===== src/design/adsr_pkg.sv =====
// Shared types and constants of the ADSR envelope generator.
// Field widths, phase codes, point delay codes and register indexes.
// No dependencies; the interfaces and the envelope generator import this package.
package adsr_pkg;

	// Field widths of the item and result channels.
	localparam int ACTION_W = 1;
	localparam int INDEX_W  = 4;
	localparam int DELAY_W  = 16;
	localparam int ARG_W    = 16;
	localparam int LEVEL_W  = 16;
	localparam int PHASE_W  = 4;
	localparam int POINT_W  = DELAY_W + ARG_W;

	// Configuration port and register widths.
	localparam int CFG_INDEX_W = 2;
	localparam int CFG_DATA_W  = 23;
	localparam int SCALE_W     = 8;
	localparam int SUSTAIN_W   = 16;
	localparam int FADE_W      = 23;

	// Register indexes.
	localparam logic [CFG_INDEX_W-1:0] CFG_UPDATE_SCALE  = 2'd0;
	localparam logic [CFG_INDEX_W-1:0] CFG_SUSTAIN_LEVEL = 2'd1;
	localparam logic [CFG_INDEX_W-1:0] CFG_FADE_OUT_STEP = 2'd2;

	// Item kinds.
	localparam logic [ACTION_W-1:0] ACT_TICK  = 1'b0;
	localparam logic [ACTION_W-1:0] ACT_WRITE = 1'b1;

	// Special point delay codes.
	localparam logic signed [DELAY_W-1:0] DLY_DISABLE = 16'sd0;
	localparam logic signed [DELAY_W-1:0] DLY_HANG    = -16'sd1;
	localparam logic signed [DELAY_W-1:0] DLY_GOTO    = -16'sd2;
	localparam logic signed [DELAY_W-1:0] DLY_RESTART = -16'sd3;

	// Square of an argument, and the tick counter, as signed ramp length.
	localparam int SQ_W   = 31;
	localparam int TICK_W = 25;

	// Full scale squared: the target is arg*arg*2^F / (32767*32767).
	localparam logic [29:0] TARGET_DIV = 30'd1073676289;

	// Sustain hold length in ticks.
	localparam logic signed [TICK_W-1:0] SUSTAIN_TICKS = 25'sd128;

	// Output level: Q1.15, full scale is 1.0.
	localparam int                 LEVEL_Q_BITS = 15;
	localparam logic [LEVEL_W-1:0] LEVEL_FULL   = 16'd32768;

	// Envelope phases as reported on the result channel.
	typedef enum logic [PHASE_W-1:0] {
		PH_DISABLED  = 4'd0,
		PH_INITIAL   = 4'd1,
		PH_STARTLOOP = 4'd2,
		PH_LOOP      = 4'd3,
		PH_FADE      = 4'd4,
		PH_HANG      = 4'd5,
		PH_DECAY     = 4'd6,
		PH_RELEASE   = 4'd7,
		PH_SUSTAIN   = 4'd8
	} phase_t;

endpackage


===== src/design/adsr_in_if.sv =====
// Item channel of the envelope generator: valid/ready handshake plus payload.
// Depends on adsr_pkg for the field widths.
interface adsr_in_if;
	import adsr_pkg::*;

	logic                      valid;
	logic                      ready;
	logic [ACTION_W-1:0]       action;
	logic [INDEX_W-1:0]        point_index;
	logic signed [DELAY_W-1:0] point_delay;
	logic signed [ARG_W-1:0]   point_arg;
	logic                      start_req;
	logic                      hang_request;
	logic                      decay_request;
	logic                      release_request;

	modport source (
		output valid, action, point_index, point_delay, point_arg,
		output start_req, hang_request, decay_request, release_request,
		input  ready
	);

	modport sink (
		input  valid, action, point_index, point_delay, point_arg,
		input  start_req, hang_request, decay_request, release_request,
		output ready
	);

endinterface


===== src/design/adsr_out_if.sv =====
// Result channel of the envelope generator: valid/ready handshake plus payload.
// Depends on adsr_pkg for the field widths.
interface adsr_out_if;
	import adsr_pkg::*;

	logic               valid;
	logic               ready;
	logic [LEVEL_W-1:0] level;
	logic [PHASE_W-1:0] env_phase;
	logic               finished;

	modport source (
		output valid, level, env_phase, finished,
		input  ready
	);

	modport sink (
		input  valid, level, env_phase, finished,
		output ready
	);

endinterface


===== src/design/adsr_ram.sv =====
// Generic single-port-write, single-port-read RAM with a registered read.
// No dependencies.
module adsr_ram #(
	parameter int WIDTH = 32,
	parameter int DEPTH = 16
) (
	input  logic                     clk,
	input  logic                     we,
	input  logic [$clog2(DEPTH)-1:0] waddr,
	input  logic [WIDTH-1:0]         wdata,
	input  logic [$clog2(DEPTH)-1:0] raddr,
	output logic [WIDTH-1:0]         rdata
);

	logic [WIDTH-1:0] mem [DEPTH];

	// Write port and registered read port.
	always_ff @(posedge clk) begin
		if (we) begin
			mem[waddr] <= wdata;
		end
		rdata <= mem[raddr];
	end

endmodule


===== src/design/adsr_div.sv =====
// Bit-serial restoring divider: one quotient bit per cycle.
// Gives the quotient of unsigned operands; no dependencies.
module adsr_div #(
	parameter int WIDTH = 53
) (
	input  logic             clk,
	input  logic             arst_n,
	input  logic             start,
	input  logic [WIDTH-1:0] num,
	input  logic [WIDTH-1:0] den,
	output logic             done,
	output logic [WIDTH-1:0] quo
);

	localparam int CNT_W = $clog2(WIDTH + 1);

	logic             busy_q;
	logic             done_q;
	logic [CNT_W-1:0] cnt_q;
	logic [WIDTH-1:0] quo_q;
	logic [WIDTH-1:0] rem_q;
	logic [WIDTH-1:0] den_q;
	logic [WIDTH:0]   trial;
	logic [WIDTH:0]   trial_sub;
	logic             fits;

	// Shift in the next numerator bit and try to subtract the divisor.
	assign trial     = {rem_q, quo_q[WIDTH-1]};
	assign trial_sub = trial - {1'b0, den_q};
	assign fits      = ~trial_sub[WIDTH];

	// Iteration control.
	always_ff @(posedge clk or negedge arst_n) begin
		if (!arst_n) begin
			busy_q <= 1'b0;
			done_q <= 1'b0;
			cnt_q  <= '0;
		end else begin
			done_q <= busy_q && (cnt_q == CNT_W'(1));
			if (start) begin
				busy_q <= 1'b1;
				cnt_q  <= CNT_W'(WIDTH);
			end else if (busy_q) begin
				cnt_q <= cnt_q - 1'b1;
				if (cnt_q == CNT_W'(1)) begin
					busy_q <= 1'b0;
				end
			end
		end
	end

	// Quotient and partial remainder shift registers.
	always_ff @(posedge clk) begin
		if (start) begin
			quo_q <= num;
			rem_q <= '0;
			den_q <= den;
		end else if (busy_q) begin
			rem_q <= fits ? trial_sub[WIDTH-1:0] : trial[WIDTH-1:0];
			quo_q <= {quo_q[WIDTH-2:0], fits};
		end
	end

	assign done = done_q;
	assign quo  = quo_q;

endmodule


===== src/design/adsr_envelope_generator.sv =====
// Table-driven ADSR envelope generator. A write transaction stores one envelope point
// (delay, argument) in the point RAM; it gives no result. A tick transaction advances
// the envelope by one step and gives one result: the level in Q1.15 clamped to 0..1,
// the phase, and a finished flag. A tick that starts a new ramp waits for the bit-serial
// divider for the ramp step, which is DIV_W bits wide, the larger of LEVEL_FRAC_BITS+4
// and 24; the target level and the goto wrap use multiplications by constant
// reciprocals. Each goto in the table adds the S_GOTO and S_GWRAP states and a new read
// of the point RAM. Items are taken one at a time; a finished result waits in the output
// register while the next item is accepted, and a result that is still held stalls the
// following tick before it is reported. Points never written read as arbitrary data.
// Depends on adsr_pkg, adsr_in_if, adsr_out_if, adsr_ram and adsr_div.
module adsr_envelope_generator #(
	parameter int ENV_POINTS      = 16,
	parameter int LEVEL_FRAC_BITS = 22
) (
	input  logic                              clk,
	input  logic                              arst_n,
	input  logic                              cfg_we,
	input  logic [adsr_pkg::CFG_INDEX_W-1:0]  cfg_index,
	input  logic [adsr_pkg::CFG_DATA_W-1:0]   cfg_data,
	adsr_in_if.sink                           items,
	adsr_out_if.source                        results
);
	import adsr_pkg::*;

	localparam int F     = LEVEL_FRAC_BITS;
	localparam int LW    = F + 4;
	localparam int DW    = LW + 1;
	localparam int SUMW  = ((LW > FADE_W + 1) ? LW : FADE_W + 1) + 1;
	localparam int DIV_W = (LW > TICK_W - 1) ? LW : TICK_W - 1;
	localparam int AW    = $clog2(ENV_POINTS);
	localparam int HW    = $clog2(ENV_POINTS + 1);
	localparam int CW    = (HW > INDEX_W) ? HW : INDEX_W;
	localparam int OUT_SHIFT = F - LEVEL_Q_BITS;

	// Target estimate: quotient width, product widths and the reciprocal of full scale.
	localparam int QW     = F + 2;
	localparam int TPW    = SQ_W + QW;
	localparam int PW     = QW + 30;
	localparam logic [QW-1:0] TGT_M = QW'((longint'(1) << (F + SQ_W)) / longint'(TARGET_DIV));

	// Goto wrap: rounded-up reciprocal of the table size, exact for 16-bit destinations.
	localparam int GL     = $clog2(ENV_POINTS);
	localparam int GOTO_S = ARG_W + GL;
	localparam int GMW    = ARG_W + 1;
	localparam int GPW    = 2 * ARG_W + 1;
	localparam logic [GMW-1:0] GOTO_M = GMW'(((longint'(1) << GOTO_S) +
		longint'(ENV_POINTS) - longint'(1)) / longint'(ENV_POINTS));

	localparam longint LVL_ONE   = longint'(1) << F;
	localparam longint LVL_MAX   = (longint'(1) << (F + 3)) - longint'(1);
	localparam longint LVL_MIN   = -(longint'(1) << (F + 3));
	localparam longint NEAR_ZERO = (LVL_ONE + longint'(99999)) / longint'(100000);

	typedef enum logic [4:0] {
		S_IDLE,
		S_DISPATCH,
		S_RD,
		S_EVAL,
		S_GOTO,
		S_GWRAP,
		S_MUL,
		S_TGT,
		S_TFIX,
		S_DIFF,
		S_RSTART,
		S_RAMP,
		S_STEP,
		S_DEC1,
		S_DEC2,
		S_FINISH,
		S_EMIT
	} seq_state_t;

	// Saturate a wide signed value to the internal level range.
	function automatic logic signed [LW-1:0] sat_lvl(input logic signed [SUMW-1:0] v);
		if (v > SUMW'(LVL_MAX)) begin
			return LW'(LVL_MAX);
		end else if (v < SUMW'(LVL_MIN)) begin
			return LW'(LVL_MIN);
		end
		return v[LW-1:0];
	endfunction

	// Configuration registers.
	logic [SCALE_W-1:0]   scale_q;
	logic [SUSTAIN_W-1:0] sustain_q;
	logic [FADE_W-1:0]    fade_q;

	// Envelope state and sequencer.
	seq_state_t               state_q;
	phase_t                   phase_q;
	logic [AW-1:0]            ptr_q;
	logic signed [TICK_W-1:0] tick_q;
	logic signed [LW-1:0]     level_q;
	logic signed [LW-1:0]     ramp_q;
	logic                     hang_q;
	logic [HW-1:0]            hops_q;
	logic                     dec_req_q;
	logic                     rel_req_q;
	logic                     zero_out_q;

	// Working registers of a table step.
	logic signed [DELAY_W-1:0] delay_q;
	logic [SQ_W-1:0]           sq_q;
	logic signed [TICK_W-1:0]  t_q;
	logic signed [LW-1:0]      target_q;
	logic signed [DW-1:0]      diff_q;
	logic                      neg_q;
	logic [QW-1:0]             tq0_q;
	logic [PW-1:0]             tprod_q;
	logic [ARG_W-1:0]          ga_q;
	logic [ARG_W-1:0]          gq_q;

	// Output register.
	logic               res_valid_q;
	logic [LEVEL_W-1:0] res_level_q;
	phase_t             res_phase_q;
	logic               res_finished_q;

	// Point RAM ports.
	logic                ram_we;
	logic [AW-1:0]       ram_waddr;
	logic [POINT_W-1:0]  ram_wdata;
	logic [POINT_W-1:0]  rd_data;
	logic signed [DELAY_W-1:0] rd_delay;
	logic signed [ARG_W-1:0]   rd_arg;
	logic signed [2*ARG_W-1:0] sq_full;
	logic                index_ok;

	// Divider ports.
	logic             div_start;
	logic [DIV_W-1:0] div_num;
	logic [DIV_W-1:0] div_den;
	logic             div_done;
	logic [DIV_W-1:0] div_quo;

	// Datapath helpers.
	logic                     goto_start;
	logic [AW-1:0]            ptr_next;
	logic signed [TICK_W-1:0] t_prod;
	logic signed [TICK_W-1:0] t_neg;
	logic [TICK_W-2:0]        t_mag;
	logic signed [DW-1:0]     diff_neg;
	logic [DW-2:0]            diff_mag;
	logic signed [SUMW-1:0]   ramp_mag_s;
	logic signed [SUMW-1:0]   fade_ext;
	logic signed [LW-1:0]     sus_level;
	logic signed [TICK_W-1:0] tick_dec;
	logic [LEVEL_W-1:0]       level_clamp;
	logic [TPW-1:0]           tq_prod;
	logic [QW-1:0]            tq1;
	logic [PW-1:0]            sq_shift;
	logic [GPW-1:0]           g_prod;
	logic [ARG_W-1:0]         g_back;
	logic [ARG_W-1:0]         g_rem;

	// Configuration writes.
	always_ff @(posedge clk or negedge arst_n) begin
		if (!arst_n) begin
			scale_q   <= SCALE_W'(1);
			sustain_q <= '0;
			fade_q    <= '0;
		end else if (cfg_we) begin
			unique case (cfg_index)
				CFG_UPDATE_SCALE:  scale_q   <= cfg_data[SCALE_W-1:0];
				CFG_SUSTAIN_LEVEL: sustain_q <= cfg_data[SUSTAIN_W-1:0];
				CFG_FADE_OUT_STEP: fade_q    <= cfg_data[FADE_W-1:0];
				default: ;
			endcase
		end
	end

	// Point writes go straight into the RAM on acceptance; slots beyond the table are dropped.
	assign index_ok  = CW'(items.point_index) < CW'(ENV_POINTS);
	assign ram_we    = items.valid && items.ready && (items.action == ACT_WRITE) && index_ok;
	assign ram_waddr = AW'(items.point_index);
	assign ram_wdata = {items.point_delay, items.point_arg};

	adsr_ram #(
		.WIDTH (POINT_W),
		.DEPTH (ENV_POINTS)
	) u_point_ram (
		.clk   (clk),
		.we    (ram_we),
		.waddr (ram_waddr),
		.wdata (ram_wdata),
		.raddr (ptr_q),
		.rdata (rd_data)
	);

	assign rd_delay = $signed(rd_data[POINT_W-1:ARG_W]);
	assign rd_arg   = $signed(rd_data[ARG_W-1:0]);
	assign sq_full  = rd_arg * rd_arg;

	// Operand helpers for the table step.
	assign goto_start = (rd_delay == DLY_GOTO) && (hops_q < HW'(ENV_POINTS));
	assign ptr_next   = (ptr_q == AW'(ENV_POINTS - 1)) ? '0 : ptr_q + 1'b1;
	assign t_prod     = delay_q * $signed({1'b0, scale_q});
	assign t_neg      = -t_q;
	assign t_mag      = t_q[TICK_W-1] ? t_neg[TICK_W-2:0] : t_q[TICK_W-2:0];
	assign diff_neg   = -diff_q;
	assign diff_mag   = diff_q[DW-1] ? diff_neg[DW-2:0] : diff_q[DW-2:0];
	assign ramp_mag_s = $signed(SUMW'(div_quo[DW-2:0]));
	assign fade_ext   = $signed(SUMW'(fade_q));
	assign sus_level  = $signed(LW'(sustain_q) << OUT_SHIFT);
	assign tick_dec   = tick_q - 1'b1;

	// Target level: the reciprocal estimate is low by at most one, a compare corrects it.
	assign tq_prod  = TPW'(sq_q) * TPW'(TGT_M);
	assign tq1      = tq0_q + 1'b1;
	assign sq_shift = PW'(sq_q) << F;

	// Goto destination modulo the table size: quotient by reciprocal, then the remainder.
	assign g_prod = GPW'(rd_data[ARG_W-1:0]) * GPW'(GOTO_M);
	assign g_back = gq_q * ARG_W'(ENV_POINTS);
	assign g_rem  = ga_q - g_back;

	// Divider operands: the ramp step is the only division by a variable.
	always_comb begin
		div_start = 1'b0;
		div_num   = '0;
		div_den   = '0;
		case (state_q)
			S_RSTART: begin
				div_start = 1'b1;
				div_num   = DIV_W'(diff_mag);
				div_den   = DIV_W'(t_mag);
			end
			default: ;
		endcase
	end

	adsr_div #(
		.WIDTH (DIV_W)
	) u_div (
		.clk    (clk),
		.arst_n (arst_n),
		.start  (div_start),
		.num    (div_num),
		.den    (div_den),
		.done   (div_done),
		.quo    (div_quo)
	);

	// Output level: clamp to 0..1 and truncate to Q1.15.
	always_comb begin
		if (level_q[LW-1]) begin
			level_clamp = '0;
		end else if (level_q > LW'(LVL_ONE)) begin
			level_clamp = LEVEL_FULL;
		end else begin
			level_clamp = level_q[F -: LEVEL_W];
		end
	end

	// Sequencer: one tick at a time, state and output register.
	always_ff @(posedge clk or negedge arst_n) begin
		if (!arst_n) begin
			state_q        <= S_IDLE;
			phase_q        <= PH_DISABLED;
			ptr_q          <= '0;
			tick_q         <= '0;
			level_q        <= '0;
			ramp_q         <= '0;
			hang_q         <= 1'b0;
			hops_q         <= '0;
			dec_req_q      <= 1'b0;
			rel_req_q      <= 1'b0;
			zero_out_q     <= 1'b0;
			delay_q        <= '0;
			sq_q           <= '0;
			t_q            <= '0;
			target_q       <= '0;
			diff_q         <= '0;
			neg_q          <= 1'b0;
			tq0_q          <= '0;
			tprod_q        <= '0;
			ga_q           <= '0;
			gq_q           <= '0;
			res_valid_q    <= 1'b0;
			res_level_q    <= '0;
			res_phase_q    <= PH_DISABLED;
			res_finished_q <= 1'b0;
		end else begin
			if (results.ready && (state_q != S_EMIT)) begin
				res_valid_q <= 1'b0;
			end

			unique case (state_q)
				S_IDLE: begin
					if (items.valid && (items.action == ACT_TICK)) begin
						dec_req_q <= items.decay_request;
						rel_req_q <= items.release_request;
						if (items.start_req) begin
							level_q <= '0;
							tick_q  <= '0;
							phase_q <= PH_INITIAL;
							hang_q  <= items.hang_request;
						end
						state_q <= S_DISPATCH;
					end
				end

				S_DISPATCH: begin
					zero_out_q <= (phase_q == PH_DISABLED);
					unique case (phase_q) inside
						PH_DISABLED: begin
							state_q <= S_EMIT;
						end
						PH_INITIAL, PH_STARTLOOP: begin
							if ((phase_q == PH_INITIAL) && hang_q) begin
								phase_q <= PH_HANG;
								state_q <= S_FINISH;
							end else begin
								ptr_q   <= '0;
								hops_q  <= '0;
								state_q <= S_RD;
							end
						end
						PH_LOOP: begin
							hops_q  <= '0;
							state_q <= S_RD;
						end
						PH_FADE: begin
							state_q <= S_STEP;
						end
						PH_DECAY, PH_RELEASE: begin
							state_q <= S_DEC1;
						end
						PH_SUSTAIN: begin
							tick_q <= tick_dec;
							if (tick_q == TICK_W'(1)) begin
								phase_q <= PH_RELEASE;
							end
							state_q <= S_FINISH;
						end
						default: begin
							state_q <= S_FINISH;
						end
					endcase
				end

				// RAM read of the current point is in flight.
				S_RD: begin
					state_q <= S_EVAL;
				end

				S_EVAL: begin
					if (rd_delay == DLY_DISABLE) begin
						phase_q <= PH_DISABLED;
						state_q <= S_FINISH;
					end else if (rd_delay == DLY_HANG) begin
						phase_q <= PH_HANG;
						state_q <= S_FINISH;
					end else if (rd_delay == DLY_RESTART) begin
						phase_q <= PH_INITIAL;
						state_q <= S_FINISH;
					end else if (rd_delay == DLY_GOTO) begin
						if (goto_start) begin
							hops_q  <= hops_q + 1'b1;
							state_q <= S_GOTO;
						end else begin
							phase_q <= PH_DISABLED;
							state_q <= S_FINISH;
						end
					end else begin
						sq_q    <= sq_full[SQ_W-1:0];
						delay_q <= rd_delay;
						state_q <= S_MUL;
					end
				end

				// Goto destination wraps modulo the table size.
				S_GOTO: begin
					ga_q    <= rd_data[ARG_W-1:0];
					gq_q    <= ARG_W'(g_prod[GPW-1:GOTO_S]);
					state_q <= S_GWRAP;
				end

				S_GWRAP: begin
					ptr_q   <= g_rem[AW-1:0];
					state_q <= S_RD;
				end

				// Ramp length; a zero length counts as one tick.
				S_MUL: begin
					t_q     <= (t_prod == '0) ? TICK_W'(1) : t_prod;
					ptr_q   <= ptr_next;
					tq0_q   <= tq_prod[TPW-1:SQ_W];
					state_q <= S_TGT;
				end

				S_TGT: begin
					tprod_q <= PW'(tq1) * PW'(TARGET_DIV);
					state_q <= S_TFIX;
				end

				S_TFIX: begin
					target_q <= (tprod_q <= sq_shift) ? LW'(tq1) : LW'(tq0_q);
					state_q  <= S_DIFF;
				end

				S_DIFF: begin
					diff_q  <= DW'(target_q) - DW'(level_q);
					tick_q  <= t_q;
					state_q <= S_RSTART;
				end

				S_RSTART: begin
					neg_q   <= diff_q[DW-1] ^ t_q[TICK_W-1];
					state_q <= S_RAMP;
				end

				// Signed quotient truncated toward zero, then saturated.
				S_RAMP: begin
					if (div_done) begin
						ramp_q  <= sat_lvl(neg_q ? -ramp_mag_s : ramp_mag_s);
						phase_q <= PH_FADE;
						state_q <= S_STEP;
					end
				end

				S_STEP: begin
					level_q <= sat_lvl(SUMW'(level_q) + SUMW'(ramp_q));
					tick_q  <= tick_dec;
					if (tick_dec[TICK_W-1] || (tick_dec == '0)) begin
						phase_q <= PH_LOOP;
					end
					state_q <= S_FINISH;
				end

				S_DEC1: begin
					level_q <= sat_lvl(SUMW'(level_q) - fade_ext);
					state_q <= S_DEC2;
				end

				// Decay stops at sustain; release, or decay to silence, stops near zero.
				S_DEC2: begin
					if ((sustain_q != '0) && (phase_q == PH_DECAY)) begin
						if (level_q < sus_level) begin
							level_q <= sus_level;
							tick_q  <= SUSTAIN_TICKS;
							phase_q <= PH_SUSTAIN;
						end
					end else if (level_q < LW'(NEAR_ZERO)) begin
						level_q <= '0;
						phase_q <= PH_DISABLED;
					end
					state_q <= S_FINISH;
				end

				// Requests of this tick; release wins over decay.
				S_FINISH: begin
					if (rel_req_q) begin
						phase_q <= PH_RELEASE;
					end else if (dec_req_q) begin
						phase_q <= PH_DECAY;
					end
					state_q <= S_EMIT;
				end

				S_EMIT: begin
					if (!res_valid_q || results.ready) begin
						res_valid_q    <= 1'b1;
						res_level_q    <= zero_out_q ? '0 : level_clamp;
						res_phase_q    <= phase_q;
						res_finished_q <= (phase_q == PH_DISABLED);
						state_q        <= S_IDLE;
					end
				end

				default: begin
					state_q <= S_IDLE;
				end
			endcase
		end
	end

	assign items.ready       = (state_q == S_IDLE);
	assign results.valid     = res_valid_q;
	assign results.level     = res_level_q;
	assign results.env_phase = res_phase_q;
	assign results.finished  = res_finished_q;

	// A point write never produces a result transaction.
	a_write_silent: assert property (@(posedge clk) disable iff (!arst_n)
		(items.valid && items.ready && (items.action == ACT_WRITE)) |=> !$rose(results.valid))
		else $error("result raised after a point write");

	// The finished flag agrees with the reported phase.
	a_finished_phase: assert property (@(posedge clk) disable iff (!arst_n)
		results.valid |-> (results.finished == (results.env_phase == PH_DISABLED)))
		else $error("finished flag disagrees with phase");

	// Goto chains never exceed the table size within one tick.
	a_hops_bound: assert property (@(posedge clk) disable iff (!arst_n)
		hops_q <= HW'(ENV_POINTS))
		else $error("goto hop count beyond table size");

	// The divider only completes while the sequencer waits for it.
	a_div_waited: assert property (@(posedge clk) disable iff (!arst_n)
		div_done |-> (state_q == S_RAMP))
		else $error("divider result arrived outside a wait state");

endmodule

===== src/flat_wrapper.sv =====
// flat-port wrapper written by rule: the top's interface ports become plain ports
module adsr_envelope_generator_flat import adsr_pkg::*;
#(
	parameter int ENV_POINTS      = 16,
	parameter int LEVEL_FRAC_BITS = 22
)
  (clk, arst_n, cfg_we, cfg_index, cfg_data, items_valid, items_action, items_point_index, items_point_delay, items_point_arg, items_start_req, items_hang_request, items_decay_request, items_release_request, items_ready, results_valid, results_level, results_env_phase, results_finished, results_ready);
  adsr_in_if items_i ();
  adsr_out_if results_i ();
  input  logic clk;
  input  logic arst_n;
  input  logic cfg_we;
  input  logic [adsr_pkg::CFG_INDEX_W-1:0] cfg_index;
  input  logic [adsr_pkg::CFG_DATA_W-1:0] cfg_data;
  input wire logic [$bits(items_i.valid)-1:0] items_valid;
  input wire logic [$bits(items_i.action)-1:0] items_action;
  input wire logic [$bits(items_i.point_index)-1:0] items_point_index;
  input wire logic [$bits(items_i.point_delay)-1:0] items_point_delay;
  input wire logic [$bits(items_i.point_arg)-1:0] items_point_arg;
  input wire logic [$bits(items_i.start_req)-1:0] items_start_req;
  input wire logic [$bits(items_i.hang_request)-1:0] items_hang_request;
  input wire logic [$bits(items_i.decay_request)-1:0] items_decay_request;
  input wire logic [$bits(items_i.release_request)-1:0] items_release_request;
  output wire logic [$bits(items_i.ready)-1:0] items_ready;
  output wire logic [$bits(results_i.valid)-1:0] results_valid;
  output wire logic [$bits(results_i.level)-1:0] results_level;
  output wire logic [$bits(results_i.env_phase)-1:0] results_env_phase;
  output wire logic [$bits(results_i.finished)-1:0] results_finished;
  input wire logic [$bits(results_i.ready)-1:0] results_ready;
  assign items_i.valid = items_valid;
  assign items_i.action = items_action;
  assign items_i.point_index = items_point_index;
  assign items_i.point_delay = items_point_delay;
  assign items_i.point_arg = items_point_arg;
  assign items_i.start_req = items_start_req;
  assign items_i.hang_request = items_hang_request;
  assign items_i.decay_request = items_decay_request;
  assign items_i.release_request = items_release_request;
  assign items_ready = items_i.ready;
  assign results_valid = results_i.valid;
  assign results_level = results_i.level;
  assign results_env_phase = results_i.env_phase;
  assign results_finished = results_i.finished;
  assign results_i.ready = results_ready;
  adsr_envelope_generator #(.ENV_POINTS(ENV_POINTS), .LEVEL_FRAC_BITS(LEVEL_FRAC_BITS)) u_core (.clk(clk), .arst_n(arst_n), .cfg_we(cfg_we), .cfg_index(cfg_index), .cfg_data(cfg_data), .items(items_i), .results(results_i));
endmodule

===== config.mk =====
export PLATFORM = sky130hd
export DESIGN_NAME = adsr_envelope_generator_flat
export DESIGN_NICKNAME = d
export VERILOG_FILES = /design/src/design/adsr_pkg.sv /design/src/design/adsr_in_if.sv /design/src/design/adsr_out_if.sv /design/src/design/adsr_ram.sv /design/src/design/adsr_div.sv /design/src/design/adsr_envelope_generator.sv /design/src/flat_wrapper.sv
export SDC_FILE = /design/constraint.sdc
export NUM_CORES = 2
export LEC_CHECK = 0
export ABC_AREA = 1
export BUFFER_PORTS_ARGS = -buffer_cell sky130_fd_sc_hd__buf_2
export CORE_MARGIN = 2
export CORE_UTILIZATION = 59
export DETAILED_ROUTE_END_ITERATION = 10
export PLACE_DENSITY = 0.78
export SLEW_MARGIN = 20
export SYNTH_ARGS = -nofsm -noshare
export SYNTH_HDL_FRONTEND = slang
export SYNTH_HIERARCHICAL = 1
export SYNTH_SLANG_ARGS = --single-unit

===== constraint.sdc =====
create_clock -name clk -period 6.9 [get_ports clk]
set_input_delay 0.69 -clock clk [delete_from_list [all_inputs] [get_ports clk]]
set_output_delay 0.69 -clock clk [all_outputs]
set_load 0.02 [all_outputs]

==> results.sh <==
export IMPL_cts_tree="yes"
export IMPL_finalMaxSlewViolations=0
export IMPL_max_slew_margin_pct=25.4
export IMPL_critPathSlowestCell="fa_2"
export IMPL_grt_max_degree=188
export IMPL_required_ps=7490
export IMPL_cts_sinks=1002
export IMPL_h_tree_depth=3
export IMPL_ys_flop_type="edfxtp_1"
export IMPL_worstPathArrival_ps=7540
export IMPL_fin_crit_ps=6950
export IMPL_synth_edf_count=564
export IMPL_ys_types=76
export IMPL_synthTopCellsByArea="edfxtp_1 (22%), nand2_1 (12%), dfrtp_1 (12%), fa_1 (12%), inv_1 (9.4%)"
export IMPL_clkTransAtPathRegs_ps=60
export IMPL_tightestPinTransition_ps=1120
export IMPL_wl_mm=219
export IMPL_outcome="complete, but fails checks"
export IMPL_die_w_um=365
export IMPL_vias_per_cell=5.55
export IMPL_worst_slack_ps=-47.7
export IMPL_yosysTopAreaCell="edfxtp_1"
export IMPL_synthToLayoutAreaGrowth_pct=11.7
export IMPL_portBuffers=93
export IMPL_initial_utilization_pct=59.5
export IMPL_startpoint_type="flop"
export IMPL_end_kind="flop"
export IMPL_max_cap_viol_count=0
export IMPL_worstHoldStart="cfg_data[19]"
export IMPL_syn_area_um2=77100
export IMPL_timing_fmax_mhz=144
export IMPL_grt_use_total_pct=32.9
export IMPL_crit_buf_inv=8
export IMPL_finalCritPeriodShare_pct=101
export IMPL_grt_pass1_vias=63200
export IMPL_io_pins=94
export IMPL_core_area_um2=130000
export IMPL_final_antenna_net_count=0
export IMPL_yosys_warnings=6
export IMPL_gr_total_overflow=0
export IMPL_synthCells=9473
export IMPL_cts_buffer_depth=3
export IMPL_antenna_found_initial=9
export IMPL_critPathKind="flop to flop"
export IMPL_critical_path_top_delay_family="adder cells"
export IMPL_routedWlPerCell_um=18.9
export IMPL_r2r_slack_ps=-50
export IMPL_grt_pass1_wl_mm=342
export IMPL_rsz0062_at_grt="true"
export IMPL_drt_pass1_iter_count=6
export IMPL_avgSynthCellArea_um2=8.14
export IMPL_hold_path_endpoint="u_core/fade_q[19]"
export IMPL_clk_latency_ps=790
export IMPL_cts_made_buffers=109
export IMPL_cts_root_buf="clkbuf_16"
export IMPL_dp_hpwl_mm=158
export IMPL_hold_viol_final=0
export IMPL_failed_checks="negative setup slack"
export IMPL_async_flop_share_pct=37.9
export IMPL_r2r_end="u_core/tprod_q[49]"
export IMPL_max_stage_delay_ps=660
export IMPL_rr_worst_depth=33
export IMPL_drive_above_1_share_pct=10.8
export IMPL_whs_ps=184
export IMPL_startpoint="u_core/tq0_q[1]"
export IMPL_vias=64200
export IMPL_ys_seq_area_share_pct=35.8
export IMPL_ys_ff_latch=1002
export IMPL_setup_violations=3
export IMPL_reg2reg_from="u_core/tq0_q[1]"
export IMPL_dr_first_iter_drc_count=6296
export IMPL_num_nets_final=10800
export IMPL_finClkSkew_ps=93.1
export IMPL_finalWeightedCongestion=0.970
export IMPL_die_area_um2=134000
export IMPL_drc=0
export IMPL_cp_max_fo=4
export IMPL_synth_top_cell_area_share_pct=22.0
export IMPL_fp_dieH_um=365
export IMPL_hold_depth=3
export IMPL_hp_class="primary input to flop"
export IMPL_tns_ps=-111
export IMPL_rows=132
## cell usage in the layout (no fill, tap or decap), drive strengths merged, types with 13 or more instances in the layout
cell type / synthesis / layout
nand2: 2605 / 2605
inv: 1939 / 1939
nand3: 812 / 812
edfxtp: 564 / 564
ha: 527 / 527
nor2: 485 / 485
fa: 472 / 472
buf: 132 / 431
o21ai: 402 / 402
dfrtp: 379 / 379
a21oi: 281 / 281
clkbuf: 148 / 147
xor2: 105 / 105
nand4: 97 / 97
xnor2: 86 / 86
nor3: 79 / 79
dfxtp: 58 / 58
clkinv: 5 / 47
a31oi: 31 / 31
o21bai: 30 / 30
nand3b: 28 / 28
or2: 28 / 28
a2bb2oi: 23 / 23
o22ai: 22 / 22
o31ai: 20 / 20
a21o: 17 / 17
nor4: 17 / 17
o211ai: 13 / 13
## flip-flops by register name (all words and copies together) (netlist names), 8 cells and up
name                      cells
u_core/u_point_ram/mem      512
u_core/scale_q                8
u_core/level_q               26
u_core/sustain_q             16
u_core/ramp_q                26
u_core/target_q              24
u_core/results.level         16
u_core/u_point_ram/rdata     32
u_core/diff_q                27
u_core/tq0_q                 24
u_core/u_div/quo             26
u_core/tick_q                25
u_core/tprod_q               54
u_core/sq_q                  30
u_core/delay_q               16
u_core/u_div/den_q           26
u_core/u_div/rem_q           26
u_core/t_q                   25
u_core/fade_q                23
## worst reg2reg max path: cells and delay by family (launching register included)
family / cells / cell delay (ps)
buffers and inverters: 8 / 750
AND/OR/NAND/NOR: 13 / 1530
flip-flops: 1 / 410
AO/OA/AOI/OAI: 2 / 270
XOR/XNOR: 1 / 230
adder cells (fa/ha/maj): 9 / 3670
## routing by layer
| metal | GRT usage [%] | vias up | routed length, µm |
|---|---|---|---|
| met1 | 44.9 | 30900 | 90900 |
| met4 | 10.7 | 10 | 7160 |
| met2 | 54.2 | 2555 | 103000 |
| met3 | 4.74 | 492 | 17600 |
| met5 | 0 | - | 60 |
| li1 | - | 30300 | - |
## how the worst max path moves through the flow
stage	to	cells past startpoint	slack, ps
2_1_floorplan	u_core/tprod_q[40]	33	20
3_3_place_gp	u_core/tprod_q[52]	29	-290
3_5_place_dp	u_core/tprod_q[52]	29	-410
4_1_cts	u_core/tprod_q[53]	30	-60
5_1_grt	u_core/tprod_q[50]	35	-290
6_report	u_core/tprod_q[49]	33	-50
## repair_timing
item,in CTS,in global routing
pin swaps,74,153
setup endpoints to repair,23,25
hold endpoints to repair,73,0
resized for setup,106,218
hold buffers,1,0
buffers inserted,15,30
## final cells by class
class	instances	area, µm²
inverters	1944	7320
fillers	10400	43500
diodes	3	7.51
repair buffers	432	3130
multi-input cells	6249	42100
well taps	1742	2180
flip-flops and latches	1002	27600
clock buffers	147	3010
clock inverters	60	746
## stage by stage
stage               cell area (µm²)  setup WS [ps]  instances  util (%)
floorplan                     77200           15.9       9475         -
global placement              80700           -287      11300      62.3
detailed placement            80700           -410      11300      62.3
CTS                           85100          -63.1      11600      65.6
global route                  86100           -288      11600      66.4
finish                        86100          -47.7      11600      66.4
## kinds of logic (layout without fill, tap and decap cells)
logic type / count (synthesis) / after routing / share of synthesized area [%]
simple gates: 4164 / 4164 / 23.0
buf+inv: 2224 / 2583 / 11.5
flops: 1002 / 1002 / 35.8
fa+ha+maj: 999 / 999 / 20.8
compound gates: 890 / 890 / 6.69
xor+xnor: 191 / 191 / 2.17
mux: 2 / 2 / 0.0292
other cells: 1 / 6 / 0.00486
## synthesized netlist by cell type, types with 6 or more instances
cell	n
inv_1	1925
nor4_1	17
xnor2_1	86
o21ai_1	45
or2_2	28
ha_1	527
nor3_2	10
dfxtp_1	58
buf_1	16
o31ai_1	20
nor2_4	6
nand3_2	17
clkbuf_1	148
nand3_1	794
o22ai_1	22
a2bb2oi_2	20
nor2_1	444
o21ai_0	355
nand2_2	30
a21oi_2	6
o21a_1	11
xor2_1	105
inv_2	12
dfrtp_1	379
nand3b_1	27
nor2_2	34
a21boi_0	10
buf_6	45
edfxtp_1	564
buf_4	13
a21o_1	17
nand4_1	97
nor3_1	68
a31oi_1	31
o21bai_1	30
fa_1	472
o211ai_1	13
nand2_1	2561
a21oi_1	274
buf_2	57
nand2_4	13
Power is not shown: default switching activity piles up to over one toggle a cycle in this logic, so the estimate is an artifact.
